$ cat src/bdn_pkg.sv
`timescale 1ns / 1ps
`default_nettype none
package bdn_pkg;

  localparam int MAX_SOURCE_WIDTH = 4096;
  localparam int MAX_OUTPUT_WIDTH = 4096;
  localparam int COL_W = $clog2(MAX_SOURCE_WIDTH);
  localparam int OX_W = $clog2(MAX_OUTPUT_WIDTH);
  localparam int OY_W = 13;
  localparam int CI_W = OX_W - 1;
  localparam int ROW_W = 16;
  localparam logic [ROW_W-1:0] ROW_CAP = 16'hFFFF;
  localparam int ADDR_W = 25;
  localparam int CFG_DATA_W = 14;
  localparam int QUEUE_DEPTH = 4;

  localparam logic [7:0] COEF_YR = 8'd77;
  localparam logic [7:0] COEF_YG = 8'd150;
  localparam logic [7:0] COEF_YB = 8'd29;
  localparam logic [7:0] COEF_UR = 8'd43;
  localparam logic [7:0] COEF_UG = 8'd85;
  localparam logic [7:0] COEF_VG = 8'd107;
  localparam logic [7:0] COEF_VB = 8'd21;
  localparam logic [7:0] HALF = 8'd128;

  typedef enum logic [2:0] {
    REG_STRIDE   = 3'd0,
    REG_SRC_W    = 3'd1,
    REG_CROP_L   = 3'd2,
    REG_CROP_T   = 3'd3,
    REG_OUT_W    = 3'd4,
    REG_OUT_H    = 3'd5
  } reg_idx_t;

  typedef struct packed {
    logic [13:0] stride;
    logic [12:0] src_w;
    logic [11:0] crop_l;
    logic [11:0] crop_t;
    logic [12:0] out_w;
    logic [12:0] out_h;
  } cfg_t;

  typedef struct packed {
    logic [7:0]       val;
    logic [ROW_W-1:0] row;
    logic [COL_W-1:0] col;
  } pix_t;

endpackage
`default_nettype wire

$ cat src/bdn_front.sv
`timescale 1ns / 1ps
`default_nettype none
module bdn_front (
  input  wire logic           clk,
  input  wire logic           rst_n,
  input  wire bdn_pkg::cfg_t  cfg,
  input  wire logic           take,
  input  wire logic [7:0]     raw_byte,
  input  wire logic           first,
  output bdn_pkg::pix_t       px,
  output logic                px_push
);

  logic [13:0] byte_r, byte_nxt, byte_e;
  logic [2:0]  off_r, off_nxt, off_e;
  logic [13:0] base_r, base_nxt, base_e;
  logic [bdn_pkg::ROW_W-1:0] row_r, row_nxt, row_e;
  logic [13:0] col;
  logic [12:0] sw;
  logic [14:0] byte_inc;

  always_comb begin
    byte_e = first ? 14'd0 : byte_r;
    off_e  = first ? 3'd0 : off_r;
    base_e = first ? 14'd0 : base_r;
    row_e  = first ? '0 : row_r;
    sw = (cfg.src_w < 13'(bdn_pkg::MAX_SOURCE_WIDTH)) ? cfg.src_w
                                                    : 13'(bdn_pkg::MAX_SOURCE_WIDTH);
    col = base_e + {11'd0, off_e};
    byte_inc = {1'b0, byte_e} + 15'd1;
    px_push = take && (off_e < 3'd4) && (col < {1'b0, sw});
    px.val = raw_byte;
    px.row = row_e;
    px.col = col[bdn_pkg::COL_W-1:0];
    if (byte_inc >= {1'b0, cfg.stride}) begin
      byte_nxt = 14'd0;
      off_nxt  = 3'd0;
      base_nxt = 14'd0;
      row_nxt  = (row_e < bdn_pkg::ROW_CAP) ? row_e + 1'b1 : row_e;
    end else begin
      byte_nxt = byte_inc[13:0];
      off_nxt  = (off_e == 3'd4) ? 3'd0 : off_e + 3'd1;
      base_nxt = (off_e == 3'd4) ? base_e + 14'd4 : base_e;
      row_nxt  = row_e;
    end
  end

  always_ff @(posedge clk) begin
    if (!rst_n) begin
      byte_r <= '0;
      off_r  <= '0;
      base_r <= '0;
      row_r  <= '0;
    end else if (take) begin
      byte_r <= byte_nxt;
      off_r  <= off_nxt;
      base_r <= base_nxt;
      row_r  <= row_nxt;
    end
  end

endmodule
`default_nettype wire

$ cat config.mk
export PLATFORM = sky130hd
export DESIGN_NAME = bdn_front
export DESIGN_NICKNAME = d
export VERILOG_FILES = /design/src/bdn_pkg.sv /design/src/bdn_front.sv
export SDC_FILE = /design/constraint.sdc
export NUM_CORES = 1
export LEC_CHECK = 0
export BUFFER_PORTS_ARGS = -buffer_cell sky130_fd_sc_hd__buf_4
export CAP_MARGIN = 0
export CORE_UTILIZATION = 56
export DETAILED_ROUTE_END_ITERATION = 8
export PLACE_DENSITY = 0.95
export RECOVER_POWER = 50
export SYNTH_ARGS = -nofsm -noshare
export SYNTH_HDL_FRONTEND = slang
export SYNTH_SLANG_ARGS = --single-unit
$ cat constraint.sdc
create_clock -name clk -period 9.2 [get_ports clk]
set_input_delay 0.46 -clock clk [delete_from_list [all_inputs] [get_ports clk]]
set_output_delay 0.46 -clock clk [all_outputs]
set_load 0.01 [all_outputs]
Yosys cells after proc, flatten, opt, wreduce, memory -nomap -nowiden --
Cells that the tools add are included.
Storage, ports and cells: output and inout bits 37, input port bits 89, logic and storage cells 29, flip-flop bits (word level) 47
Operators by class: add/sub/neg operators 5, eq/ne operators 1, order comparisons 5, mux-type cells 12, reductions and logical operators 2
Operators with widths (count):
- 14-bit 2-to-1 mux | 5
- 16-bit 2-to-1 mux | 3
- 16-bit by 1-bit adder with 16-bit output (second input constant) | 1
- 16-bit < comparator (second input constant) | 1
- 14-bit by 1-bit adder with 15-bit output (second input constant) | 1
- 15-bit by 14-bit >= comparator with 1-bit output | 1
- 14-bit by 3-bit adder with 14-bit output | 1
- 14-bit by 3-bit adder with 14-bit output (second input constant) | 1
- 14-bit by 13-bit < comparator with 1-bit output | 1
- 13-bit < comparator (second input constant) | 1
- 13-bit 2-to-1 mux | 1
- 3-bit 2-to-1 mux | 3
- 3-bit by 1-bit adder with 3-bit output (second input constant) | 1
- 3-bit == test (second input constant) | 1
- 3-bit < comparator (second input constant) | 1
- 1-bit logical AND | 2

Longest topological paths before layout --
depth after elaboration 4, mapped depth 19, mapped depth without buffers 17

Least setup slack after synthesis --
No wires, ideal clock.
path kind in2out, start point in first, end point out px_push, arrival 4095 ps, setup slack 4645 ps, stages 19, buffers on the path 4, required time 8740 ps, cells stage by stage buf_2 buf_2 buf_2 buf_1 nor2b_1 ha_1 fa_1 maj3_1 nand2_1 nor2_1 nand3_1 xor2_1 nor2_1 ha_1 a21o_1 a21o_1 a211oi_1 o32ai_1 nor3_1
RTL lines:
- start: declaration | RTL line bdn_front.sv:9 | input wire logic first,
- end: declaration | RTL line bdn_front.sv:11 | output logic px_push

Worst setup path after layout --
start point in first, end point out px_push
Between the ends: longest elaborated chain between the ends 4
RTL lines:
- 14-bit 2-to-1 mux / 3-bit 2-to-1 mux (equally long branches) | RTL line bdn_front.sv:25, bdn_front.sv:24
- 14-bit by 3-bit adder with 14-bit output / 3-bit < comparator (equally long branches) | RTL line bdn_front.sv:29, bdn_front.sv:31
- 14-bit by 13-bit < comparator with 1-bit output / 1-bit logical AND (equally long branches) | RTL line bdn_front.sv:31 | px_push = take && (off_e < 3'd4) && (col < {1'b0, sw});
- 1-bit logical AND (*) | RTL line bdn_front.sv:31
Mark *: on every way between the ends. The rest lies on a longest branch, timed or not.

==> out/metrics.cfg <==
[place]
dp_worst_setup_slack_ps=3940
place_congestion=0.868
post-dp-hpwl_mm=6.86
portBuffers=59
place_area_um2=4370

[global_route]
grt_max_degree=64
globalRouteTotalUtil_pct=26.7
grt-ovfl-total=0
first_global_vias=3733
grt_pass1_wl_mm=16.3
antenna_found_initial=0

[sta]
period_share_pct=58.0
fmax_mhz=187
slew_headroom_pct=12.5
setup_violations=0
setup_ws_ps=3860
slew_viol_final=0
fin_worst_skew_ps=5.23
fin_crit_ps=5340
fin_tns_setup_ps=0
hold_viol=0
worstMarginPinSlew_ps=1280
rsz0062_at_grt=false

[logic_synthesis]
yosysTopAreaCell=dfxtp_1
ys_seq_area_share_pct=23.6
synthCells=528
synth_fp_nets=651
yosysWarnings=0
ys_types=67
synth_area_per_cell_um2=7.54
ys_async_sr_fraction_pct=0
synth_seq_cells=47
synth_top_area_share_pct=23.6
syn_area_um2=3980
ys.flop_type=dfxtp_1
synth.most_common_cell=nand2_1
synth_common_cells=nand2_1 (76), dfxtp_1 (47), nor2_1 (39), ha_1 (33), nand3_1 (30)
synthTopCellsByArea=dfxtp_1 (24%), ha_1 (10%), nand2_1 (7.2%)
synth-edff-count=0

[run_status]
status=finished clean

[drt]
drc_errors=0
firstDrtPassIters=5
wl_per_cell_um=14.7
drt_iter0_drc=314
routed_via_density=6.09
wirelength_mm=9.64
final_antenna_net_count=0
vias=3994

[clock_tree]
clk_latency_ps=310
clock_path_buffers=2
clk_pin_slew_ps=90
cts_tree=done
cts.repair.resized=0
htreeDepth=2
postCtsSetupBuffers=0
cts_hold_buf=0
cts.sinks=47
cts_buffers=5
cts-root-buf=clkbuf_8

[hold_path]
whs_path_depth=2
holdCritStartpoint=off_r[1]
hold_path_class=reg -> reg
hold_end=off_r[1]

[layout]
post-route-cell-area_um2=4330
multiInputGateArea_um2=2740
nFillCells=617
synthToLayoutAreaGrowth_pct=8.86
finalNetCount=682
seqCellArea_um2=941
diodes=0
drive_gt1_share_pct=10.2

[setup_path]
cp.arrival_ps=4880
rr_startpoint=byte_r[0]
critPathKind=in -> out
cp-start-kind=input port
reg2reg_to=base_r[6]
worst-r2r-setup-slack_ps=4180
crit_fanout=63
r2r_cells=13
critPathCaptureType=output pin
crit_required_ps=8740

[power_and_ir_drop]
power.total_uw=379
p_leak_uw=0.00181
power_density_nw_per_um2=87.4
irDropWorstVdd_mv=0.0851

[die]
ios=126
core_um2=6830
dieArea_um2=7450
fp.dieW_um=86.3
start_util_pct=58.3
rows=30
fp.dieH_um=86.3

[run]
drv_cap=0

## state kept, by name, summed over array words and instances, names as in the netlist
register,cells
byte_r,14
off_r,3
base_r,14
row_r,16
## critical path, stage by stage
cell and delay (ps):
buf_4 500, clkinv_1 510, nand2_1 220, inv_1 100, ha_1 240, fa_1 420, maj3_1 390, nand2_1 140
nor2_1 90, nand3_1 100, xor2_1 170, nor2_1 80, ha_1 340, a21o_1 160, a21o_1 160, a211oi_1 260
o32ai_1 130, nor3_1 230, buf_4 160
## worst max-delay path by stage
stage / start / endpoint / cells past startpoint
after detailed placement: first / px_push / 19
after CTS: first / px_push / 19
final: first / px_push / 19
after floorplan: first / px_push / 19
after global routing: first / px_push / 19
after global placement: first / px_push / 19
## through the flow
step	cells	util (%)	hold slack, ps
6_report	656	63.4	477
5_1_grt	656	63.4	498
4_1_cts	656	65.2	474
3_5_place_dp	648	64.0	460
3_3_place_gp	648	64.0	447
2_1_floorplan	528	-	436
## power by group
part | internal [uW] | total (uW) | leakage [uW] | switching, uW
Sequential | 204 | 205 | 0.000379 | 0.954
Combinational | 18.5 | 47.9 | 0.00138 | 29.4
Clock | 53.5 | 126 | 0.0000422 | 72.2
## kinds of logic after synthesis
kind of cell / Yosys count / share of synthesized area [%]
flip-flops: 47 / 23.6
XOR/XNOR: 22 / 4.84
adder cells (fa/ha/maj): 36 / 11.4
multiplexers: 11 / 2.83
buffers and inverters: 58 / 6.66
AO/OA/AOI/OAI: 93 / 16.2
AND/OR/NAND/NOR: 261 / 34.4
## placed cells by master (no fill, tap or decap), types with 6 or more instances in the layout
| cell | instances |
|---|---|
| dfxtp_1 | 47 |
| o21ai_0 | 16 |
| nor2b_1 | 29 |
| a21oi_1 | 28 |
| nor2_1 | 39 |
| nor4_1 | 10 |
| mux2i_1 | 9 |
| xor2_1 | 9 |
| and3_1 | 10 |
| and2_1 | 6 |
| a2bb2oi_1 | 6 |
| inv_1 | 19 |
| xnor2_1 | 13 |
| ha_1 | 33 |
| nand2_1 | 76 |
| clkbuf_1 | 25 |
| nand4_1 | 13 |
| nor3_1 | 16 |
| a31oi_1 | 6 |
| nand3_1 | 31 |
| buf_4 | 38 |
## metal layers
layer	vias up	GRT usage, %	wire [um]
met5	-	0	0
met3	24	4.48	670
li1	1940	-	-
met2	176	47.3	4760
met1	1854	31.6	4000
met4	0	12.3	211
## cell type report
cell class	count	share of cell area, %
Clock inverter	1	0.115
Clock buffer	7	1.76
Timing Repair Buffer	61	8.57
Inverter	21	1.82
Tap cell	96	2.77
Multi-Input combinational cell	423	63.3
Sequential cell	47	21.7
Power figures use the tool's default switching activity.
