<file path="config.mk">
export PLATFORM = sky130hd
export DESIGN_NAME = bdn_queue
export DESIGN_NICKNAME = d
export VERILOG_FILES = /design/src/bdn_pkg.sv /design/src/bdn_queue.sv
export SDC_FILE = /design/constraint.sdc
export NUM_CORES = 1
export LEC_CHECK = 0
export CAP_MARGIN = 20
export CORE_MARGIN = 2
export CORE_UTILIZATION = 50
export DETAILED_ROUTE_END_ITERATION = 10
export DONT_BUFFER_PORTS = 1
export MAX_ROUTING_LAYER = met4
export SETUP_SLACK_MARGIN = 0.05
export SLEW_MARGIN = 5
export SYNTH_ARGS = -nofsm -noshare
export SYNTH_HDL_FRONTEND = slang
export SYNTH_SLANG_ARGS = --single-unit
</file>
<file path="constraint.sdc">
create_clock -name clk -period 2.1 [get_ports clk]
set_clock_uncertainty 0.1 [all_clocks]
set_input_delay 0.105 -clock clk [delete_from_list [all_inputs] [get_ports clk]]
set_output_delay 0.105 -clock clk [all_outputs]
set_load 0.01 [all_outputs]
</file>
<file path="src/bdn_pkg.sv">
`timescale 1ns / 1ps
`default_nettype none
package bdn_pkg;

  localparam int MAX_SOURCE_WIDTH = 4096;
  localparam int MAX_OUTPUT_WIDTH = 4096;
  localparam int COL_W = $clog2(MAX_SOURCE_WIDTH);
  localparam int OX_W = $clog2(MAX_OUTPUT_WIDTH);
  localparam int OY_W = 13;
  localparam int CI_W = OX_W - 1;
  localparam int ROW_W = 16;
  localparam logic [ROW_W-1:0] ROW_CAP = 16'hFFFF;
  localparam int ADDR_W = 25;
  localparam int CFG_DATA_W = 14;
  localparam int QUEUE_DEPTH = 4;

  localparam logic [7:0] COEF_YR = 8'd77;
  localparam logic [7:0] COEF_YG = 8'd150;
  localparam logic [7:0] COEF_YB = 8'd29;
  localparam logic [7:0] COEF_UR = 8'd43;
  localparam logic [7:0] COEF_UG = 8'd85;
  localparam logic [7:0] COEF_VG = 8'd107;
  localparam logic [7:0] COEF_VB = 8'd21;
  localparam logic [7:0] HALF = 8'd128;

  typedef enum logic [2:0] {
    REG_STRIDE   = 3'd0,
    REG_SRC_W    = 3'd1,
    REG_CROP_L   = 3'd2,
    REG_CROP_T   = 3'd3,
    REG_OUT_W    = 3'd4,
    REG_OUT_H    = 3'd5
  } reg_idx_t;

  typedef struct packed {
    logic [13:0] stride;
    logic [12:0] src_w;
    logic [11:0] crop_l;
    logic [11:0] crop_t;
    logic [12:0] out_w;
    logic [12:0] out_h;
  } cfg_t;

  typedef struct packed {
    logic [7:0]       val;
    logic [ROW_W-1:0] row;
    logic [COL_W-1:0] col;
  } pix_t;

endpackage
`default_nettype wire

</file>
<file path="src/bdn_queue.sv">
`timescale 1ns / 1ps
`default_nettype none
module bdn_queue (
  input  wire logic          clk,
  input  wire logic          rst_n,
  input  wire logic          push,
  input  wire bdn_pkg::pix_t wdata,
  input  wire logic          pop,
  output bdn_pkg::pix_t      rdata,
  output logic               empty,
  output logic               full
);

  localparam int PW = $clog2(bdn_pkg::QUEUE_DEPTH);

  bdn_pkg::pix_t mem [bdn_pkg::QUEUE_DEPTH];
  logic [PW-1:0] wp_r, rp_r;
  logic [PW:0]   cnt_r;

  assign empty = (cnt_r == '0);
  assign full  = (cnt_r == (PW+1)'(bdn_pkg::QUEUE_DEPTH));
  assign rdata = mem[rp_r];

  always_ff @(posedge clk) begin
    if (push) mem[wp_r] <= wdata;
  end

  always_ff @(posedge clk) begin
    if (!rst_n) begin
      wp_r  <= '0;
      rp_r  <= '0;
      cnt_r <= '0;
    end else begin
      if (push) wp_r <= wp_r + 1'b1;
      if (pop) rp_r <= rp_r + 1'b1;
      cnt_r <= cnt_r + (PW+1)'(push) - (PW+1)'(pop);
    end
  end

endmodule
`default_nettype wire

</file>
; Word-level counts from Yosys, hierarchy flattened
; Memories as Yosys holds them, arrays and structs flattened. A register that Yosys moved wholly into a read port is not among the register bits.
; Index checks and enable logic that the tools add are counted.
[totals]
n_memories = 1
output_inout_bits = 38
inputBits = 40
regBits = 7
elab_cells = 14
ram_bits = 144
[classes]
n_reduce_logical = 1
n_mux = 4
n_eq_ne = 1
n_addsub = 4
[memory_table]
columns = name, words, word_bits, rd, rd_clocked_by_memory_dff, wr, line_no
row1 = mem, 4, 36, 1, 1, 1, bdn_queue.sv:16  ; bdn_pkg::pix_t mem [bdn_pkg::QUEUE_DEPTH];
[ops]
columns = cell, count
row1 = "adder 2 x 1 -> 2 bit, second input constant", 2
row2 = 2-to-1 mux 2 bit, 2
row3 = adder 3 x 1 -> 3 bit, 1
row4 = "== test 3 bit, second input constant", 1
row5 = zero test 3 bit, 1
row6 = subtractor 3 x 1 -> 3 bit, 1
row7 = 2-to-1 mux 1 bit, 2

; Logic depth before layout (Yosys ltp)
; Gate-level depths: netlist of run 1.
[logic_depth]
depth_word = 3
mapped_depth = 7
mapped_depth_nobuf = 7

; Least setup slack after synthesis of run 1
; No wires, ideal clock.
[synth_timing]
path_kind = reg2reg
start = register wp_r[0]
end = memory mem[2][0] (netlist name) (enable)
required_ps = 1603
path_buffers = 0
arrival_ps = 1421
setup_ps = 397
synth_period_minus_slack_ps = 1918
stages_incl_launch_ff = 4
path_slack_ps = 182
cell_sequence = dfxtp_1 -> inv_1 -> ha_1 -> and2_1
[synth_rtl]
columns = item, line_no
row1 = start: declaration, bdn_queue.sv:17  ; logic [PW-1:0] wp_r, rp_r;
row2 = start signal: assignment, bdn_queue.sv:34  ; if (push) wp_r <= wp_r + 1'b1;
row3 = end: declaration, bdn_queue.sv:16
; Straight into the memory's write port.

==> results of run 1 <==
-- power groups by stage --
stage | registers, uW | clock network, uW | logic, uW
floorplan | 3600 | 0 | 446
global placement | 3610 | 0 | 543
detailed placement | 3620 | 0 | 551
CTS | 3550 | 3100 | 638
global route | 3570 | 3230 | 678
finish | 3550 | 3030 | 620
-- path summary, 6_finish.rpt --
| kind | startpoint | to | slack [ns] |
|---|---|---|---|
| worst max-delay path | flop | rdata[35] | 0.14 |
| worst min-delay path | pop | cnt_r[0]$_SDFF_PN0_ | 0.09 |
| worst max register to register | wp_r[1]$_SDFFE_PN0P_ | mem[0][19]$_DFFE_PP_ | 0.26 |
| worst min register to register | rp_r[1]$_SDFFE_PN0P_ | flop | 0.44 |
-- worst register-to-register path: cells and delay by family, from the launching register on --
family	cells	cell delay (ns)
adder cells (fa/ha/maj)	1	0.13
buffers and inverters	1	0.08
flip-flops	1	0.33
AND/OR/NAND/NOR	1	0.81
-- state kept, by name (all words and copies together), names as in the netlist, named ones only --
signal	cells
mem	144
cnt_r	3
rp_r	2
wp_r	2
-- cells by family (layout without fill, tap and decap cells) --
kind of cell,Yosys count,in the layout,synth area share
flops,153,153,0.791
buf+inv,15,87,0.0207
mux,37,37,0.148
compound gates,2,2,0.00264
xor+xnor,3,3,0.00725
fa+ha+maj,7,7,0.0167
simple gates,14,14,0.0132
-- routing by layer --
metal / up-vias / global-route usage / wire, um / part of all wire
li1: 1089 / - / - / -
met1: 1262 / 0.192 / 3760 / 0.41
met2: 60 / 0.284 / 4910 / 0.53
met3: 8 / 0.0645 / 496 / 0.054
met4: 0 / 0.0600 / 93 / 0.010
met5: - / - / 0 / 0
-- layout make-up --
cell class	instances	area, um^2
clock buffers	19	433
clock inverters	12	156
fillers	764	4110
inverters	7	26.3
multi-input cells	63	1070
flip-flops and latches	153	4510
well taps	140	175
repair buffers	49	503
-- cells in the mapped netlist (all sizes together) --
cell / n / area, um^2
a21bo: 1 / 10.0
a21oi: 1 / 5.00
and2: 6 / 37.5
and3: 1 / 6.26
buf: 7 / 86.3
clkbuf: 1 / 5.00
dfxtp: 9 / 180
edfxtp: 144 / 4320
fa: 1 / 20.0
ha: 6 / 75.1
inv: 7 / 26.3
mux2i: 1 / 10.0
mux4: 36 / 833
nand3b: 1 / 7.51
nor2: 5 / 18.8
nor3: 1 / 5.00
xnor2: 2 / 17.5
xor3: 1 / 23.8
-- stage by stage --
| stage | hold WS (ns) | utilization | instances | total power, uW | instance area (um^2) |
|---|---|---|---|---|---|
| floorplan | 0.104 | - | 231 | 4050 | 5690 |
| global placement | 0.104 | 0.537 | 373 | 4150 | 5900 |
| detailed placement | 0.104 | 0.537 | 373 | 4170 | 5900 |
| CTS | 0.0741 | 0.626 | 443 | 7290 | 6880 |
| global route | 0.0924 | 0.626 | 443 | 7470 | 6880 |
| finish | 0.0875 | 0.626 | 443 | 7200 | 6880 |
-- timing repair --
action | in CTS | in global routing
hold buffers | 39 | 0
hold endpoints to repair | 153 | 0
endpoints found under the setup margin | 0 | 0
==> impl_metrics.json, run 1 <==
{
  "outcome": "completed",
  "rows": 38,
  "arrival_ns": 1.75,
  "crit_buf_inv": 1,
  "crit_type": "flop to output port",
  "grt-ovfl-total": 0,
  "layout.cells.most_common_list": "144 x edfxtp_1, 39 x dlygate4sd3_1, 30 x mux4_2, 17 x clkbuf_16",
  "clk_latency_ns": 0.41,
  "ys_ff_latch": 153,
  "worst_slew_pin_slew_ns": 1.00,
  "path_cells": "buf_4 -> mux4_1",
  "ant_nets": 0,
  "critPathSlowestCell": "mux4_1",
  "ys_seq_area_frac": 0.791,
  "n_antenna_cell": 0,
  "slew_headroom": 0.333,
  "layout_setup_ws_ns": 0.142,
  "grt_usage": 0.171,
  "dieWidth_um": 111,
  "clk_pin_slew_worst_paths_ns": 0.06,
  "final_common_cell": "edfxtp_1",
  "root_buffer": "clkbuf_16",
  "final_nets": 338,
  "synth_cells": 231,
  "numCtsBuffers": 17,
  "comb_power_share": 0.086,
  "synth_area_um2": 5690,
  "route.vias.total": 2419,
  "fp.dieH_um": 111,
  "port-buffer-count": 0,
  "ctsResizeCount": 0,
  "yosysWarnings": 0,
  "fin_crit_ns": 1.96,
  "cp_top_family": "multiplexers",
  "avgSynthCellArea_um2": 24.6,
  "cp.required_ns": 1.89,
  "postCtsSetupBuffers": 0,
  "tns_ns": 0,
  "place_ws_ns": 0.209,
  "fin_crit_sh": 0.933,
  "grt_max_degree": 37,
  "fmax_mhz": 511,
  "routed_wl_mm": 9.25,
  "slew_viol_final": 0,
  "r2r_cells": 3,
  "leakagePower_uw": 0.00227,
  "p_sw_frac": 0.201,
  "max_stage_delay_ns": 0.71,
  "cts_tree": "yes",
  "syn_to_final_growth_pct": 20.8,
  "hold_path_class": "input pin to flop",
  "io_pins": 78,
  "synth.net_count": 278,
  "cp_num_cells": 2,
  "htreeDepth": 4,
  "crit_fanout": 13,
  "gp_congestion": 0.673,
  "peakVddDrop_uv": 593,
  "core_area_um2": 11000,
  "antenna_found_initial": 0,
  "cts.sink_count": 153,
  "power_frac_seq": 0.493,
  "vias_per_cell": 5.46,
  "grt_pass1_wl_mm": 14.9,
  "power_density_nw_per_um2": 1050,
  "clockBufferDepth": 2,
  "grt_pass1_vias": 2721,
  "p_switching_uw": 1450,
  "grt_setup_unrepaired": "false",
  "route.detailed.drc": 0,
  "clockPowerShare": 0.421,
  "hold_viol": 0,
  "firstDrtPassIters": 4,
  "hold_path_depth": 4,
  "cp-start-kind": "flop",
  "synth.distinct_cells": 21,
  "p_int_uw": 5750,
  "place_hpwl_mm": 5.27,
  "die_area_um2": 12300,
  "cp-end-kind": "output port",
  "drt-initial-drc-count": 137,
  "layout-drive-gt1-share": 0.234,
  "wl_per_cell_um": 20.9,
  "drv_cap": 0,
  "finalSetupViolations": 0,
  "initial_core_util": 0.518
}
No activity file was read; power rests on OpenSTA's default activity.
==> inputs of run 2 (changes only) <==
CORE_UTILIZATION = 33   (was 50)
==> impl_metrics.json, run 2 (synthesis gave the netlist of run 1 again) <==
{
  "grt_max_degree": 37,
  "grt_setup_unrepaired": "false",
  "cp-start-kind": "flop",
  "fin_area_um2": 7060,
  "critPathSlowestCell": "mux4_1",
  "arrival_ns": 1.69,
  "initial_core_util": 0.334,
  "final_common_cell": "edfxtp_1",
  "layout_setup_ws_ns": 0.207,
  "crit_buf_inv": 1,
  "fin_crit_ns": 1.89,
  "fp.dieH_um": 135,
  "final_nets": 342,
  "grt-ovfl-total": 0,
  "leakagePower_uw": 0.00231,
  "port-buffer-count": 0,
  "routed_wl_mm": 10.1,
  "clockBufferDepth": 2,
  "slew_headroom": 0.654,
  "grt_pass1_wl_mm": 15.5,
  "largest-register": "mem",
  "htreeDepth": 4,
  "clk_latency_ns": 0.42,
  "layout.cells.most_common_list": "144 x edfxtp_1, 40 x dlygate4sd3_1, 30 x mux4_2, 17 x clkbuf_16, 10 x buf_4",
  "drt-initial-drc-count": 138,
  "grt_usage": 0.124,
  "reg_top3": "mem x144, cnt_r x3",
  "place_hpwl_mm": 5.99,
  "place_area_um2": 5990,
  "rows": 48,
  "worst_slew_pin_slew_ns": 0.519,
  "cp.required_ns": 1.89,
  "path_cells": "buf_12 -> mux4_1",
  "grt_pass1_vias": 2675,
  "cp_top_family": "multiplexers",
  "dieWidth_um": 135,
  "firstDrtPassIters": 4,
  "numCtsBuffers": 17,
  "max_stage_delay_ns": 0.65,
  "finalPower_uw": 7450,
  "fin_crit_sh": 0.901,
  "ant_nets": 0,
  "route.vias.total": 2470,
  "n_antenna_cell": 0,
  "route.detailed.drc": 0,
  "cts_tree": "yes",
  "cts.sink_count": 153,
  "core_area_um2": 17100,
  "hold_viol": 0,
  "crit_fanout": 15,
  "io_pins": 78,
  "die_area_um2": 18300,
  "place_ws_ns": 0.0795,
  "finalSetupViolations": 0,
  "outcome": "completed",
  "power_density_nw_per_um2": 1050,
  "cp-end-kind": "output port",
  "antenna_found_initial": 0,
  "largest_reg_flops": 144,
  "peakVddDrop_uv": 497,
  "fmax_mhz": 528,
  "layout-drive-gt1-share": 0.256,
  "clk_pin_slew_worst_paths_ns": 0.06,
  "slew_viol_final": 0,
  "tns_ns": 0,
  "gp_congestion": 0.637,
  "reg2reg_slack_ns": 0.26,
  "root_buffer": "clkbuf_16",
  "hold_path_class": "input pin to flop",
  "syn_to_final_growth_pct": 24.1,
  "crit_type": "flop to output port",
  "drv_cap": 0,
  "wl_per_cell_um": 19.0,
  "vias_per_cell": 4.63
}
## run 2: power breakdown
group,switching (uW),internal [uW]
sequential,48.6,3500
combinational,339,307
clock,1140,2110
total,1530,5920
## run 2: through the flow
stage | hold slack, ns | cells | utilization
6_report | 0.0592 | 533 | 0.414
5_1_grt | 0.0635 | 533 | 0.414
4_1_cts | 0.0405 | 532 | 0.413
3_5_place_dp | 0.104 | 458 | 0.351
3_3_place_gp | 0.104 | 458 | 0.351
2_1_floorplan | 0.104 | 231 | -
## run 2: worst paths after layout
check	startpoint	end	depth (start not counted)
hold reg to reg	rp_r[1]$_SDFFE_PN0P_	flop	2
hold / removal	push	cnt_r[1]$_SDFF_PN0_	3
setup / recovery	flop	rdata[35]	2
setup reg to reg	cnt_r[0]$_SDFF_PN0_	cnt_r[2]$_SDFF_PN0_	7
## run 2: routing by layer
layer	wire, um	vias to the layer above	global-route usage
met5	0	-	-
met4	172	0	0.0521
met3	429	16	0.0468
met2	5250	56	0.206
met1	4300	1300	0.135
li1	-	1098	-
## run 2: worst reg2reg max path: stages, from the launching register on
cell     delay, ns
dfxtp_1       0.33
inv_1         0.06
ha_1          0.26
inv_1         0.04
ha_1          0.18
fa_1          0.36
xor3_1        0.37
nor2_1        0.04
## run 2: final cells by class
cell class	count	area (um^2)
Fill cell	1527	9990
Multi-Input combinational cell	63	1070
Clock buffer	20	437
Timing Repair Buffer	53	536
Tap cell	225	282
Clock inverter	12	199
Sequential cell	153	4510
Inverter	7	26.3
## run 2: timing repair
item	4_1_cts	5_1_grt
resized for setup	0	0
hold endpoints to repair	153	0
buffers inserted	2	0
endpoints found under the setup margin	2	0
hold buffers	40	0
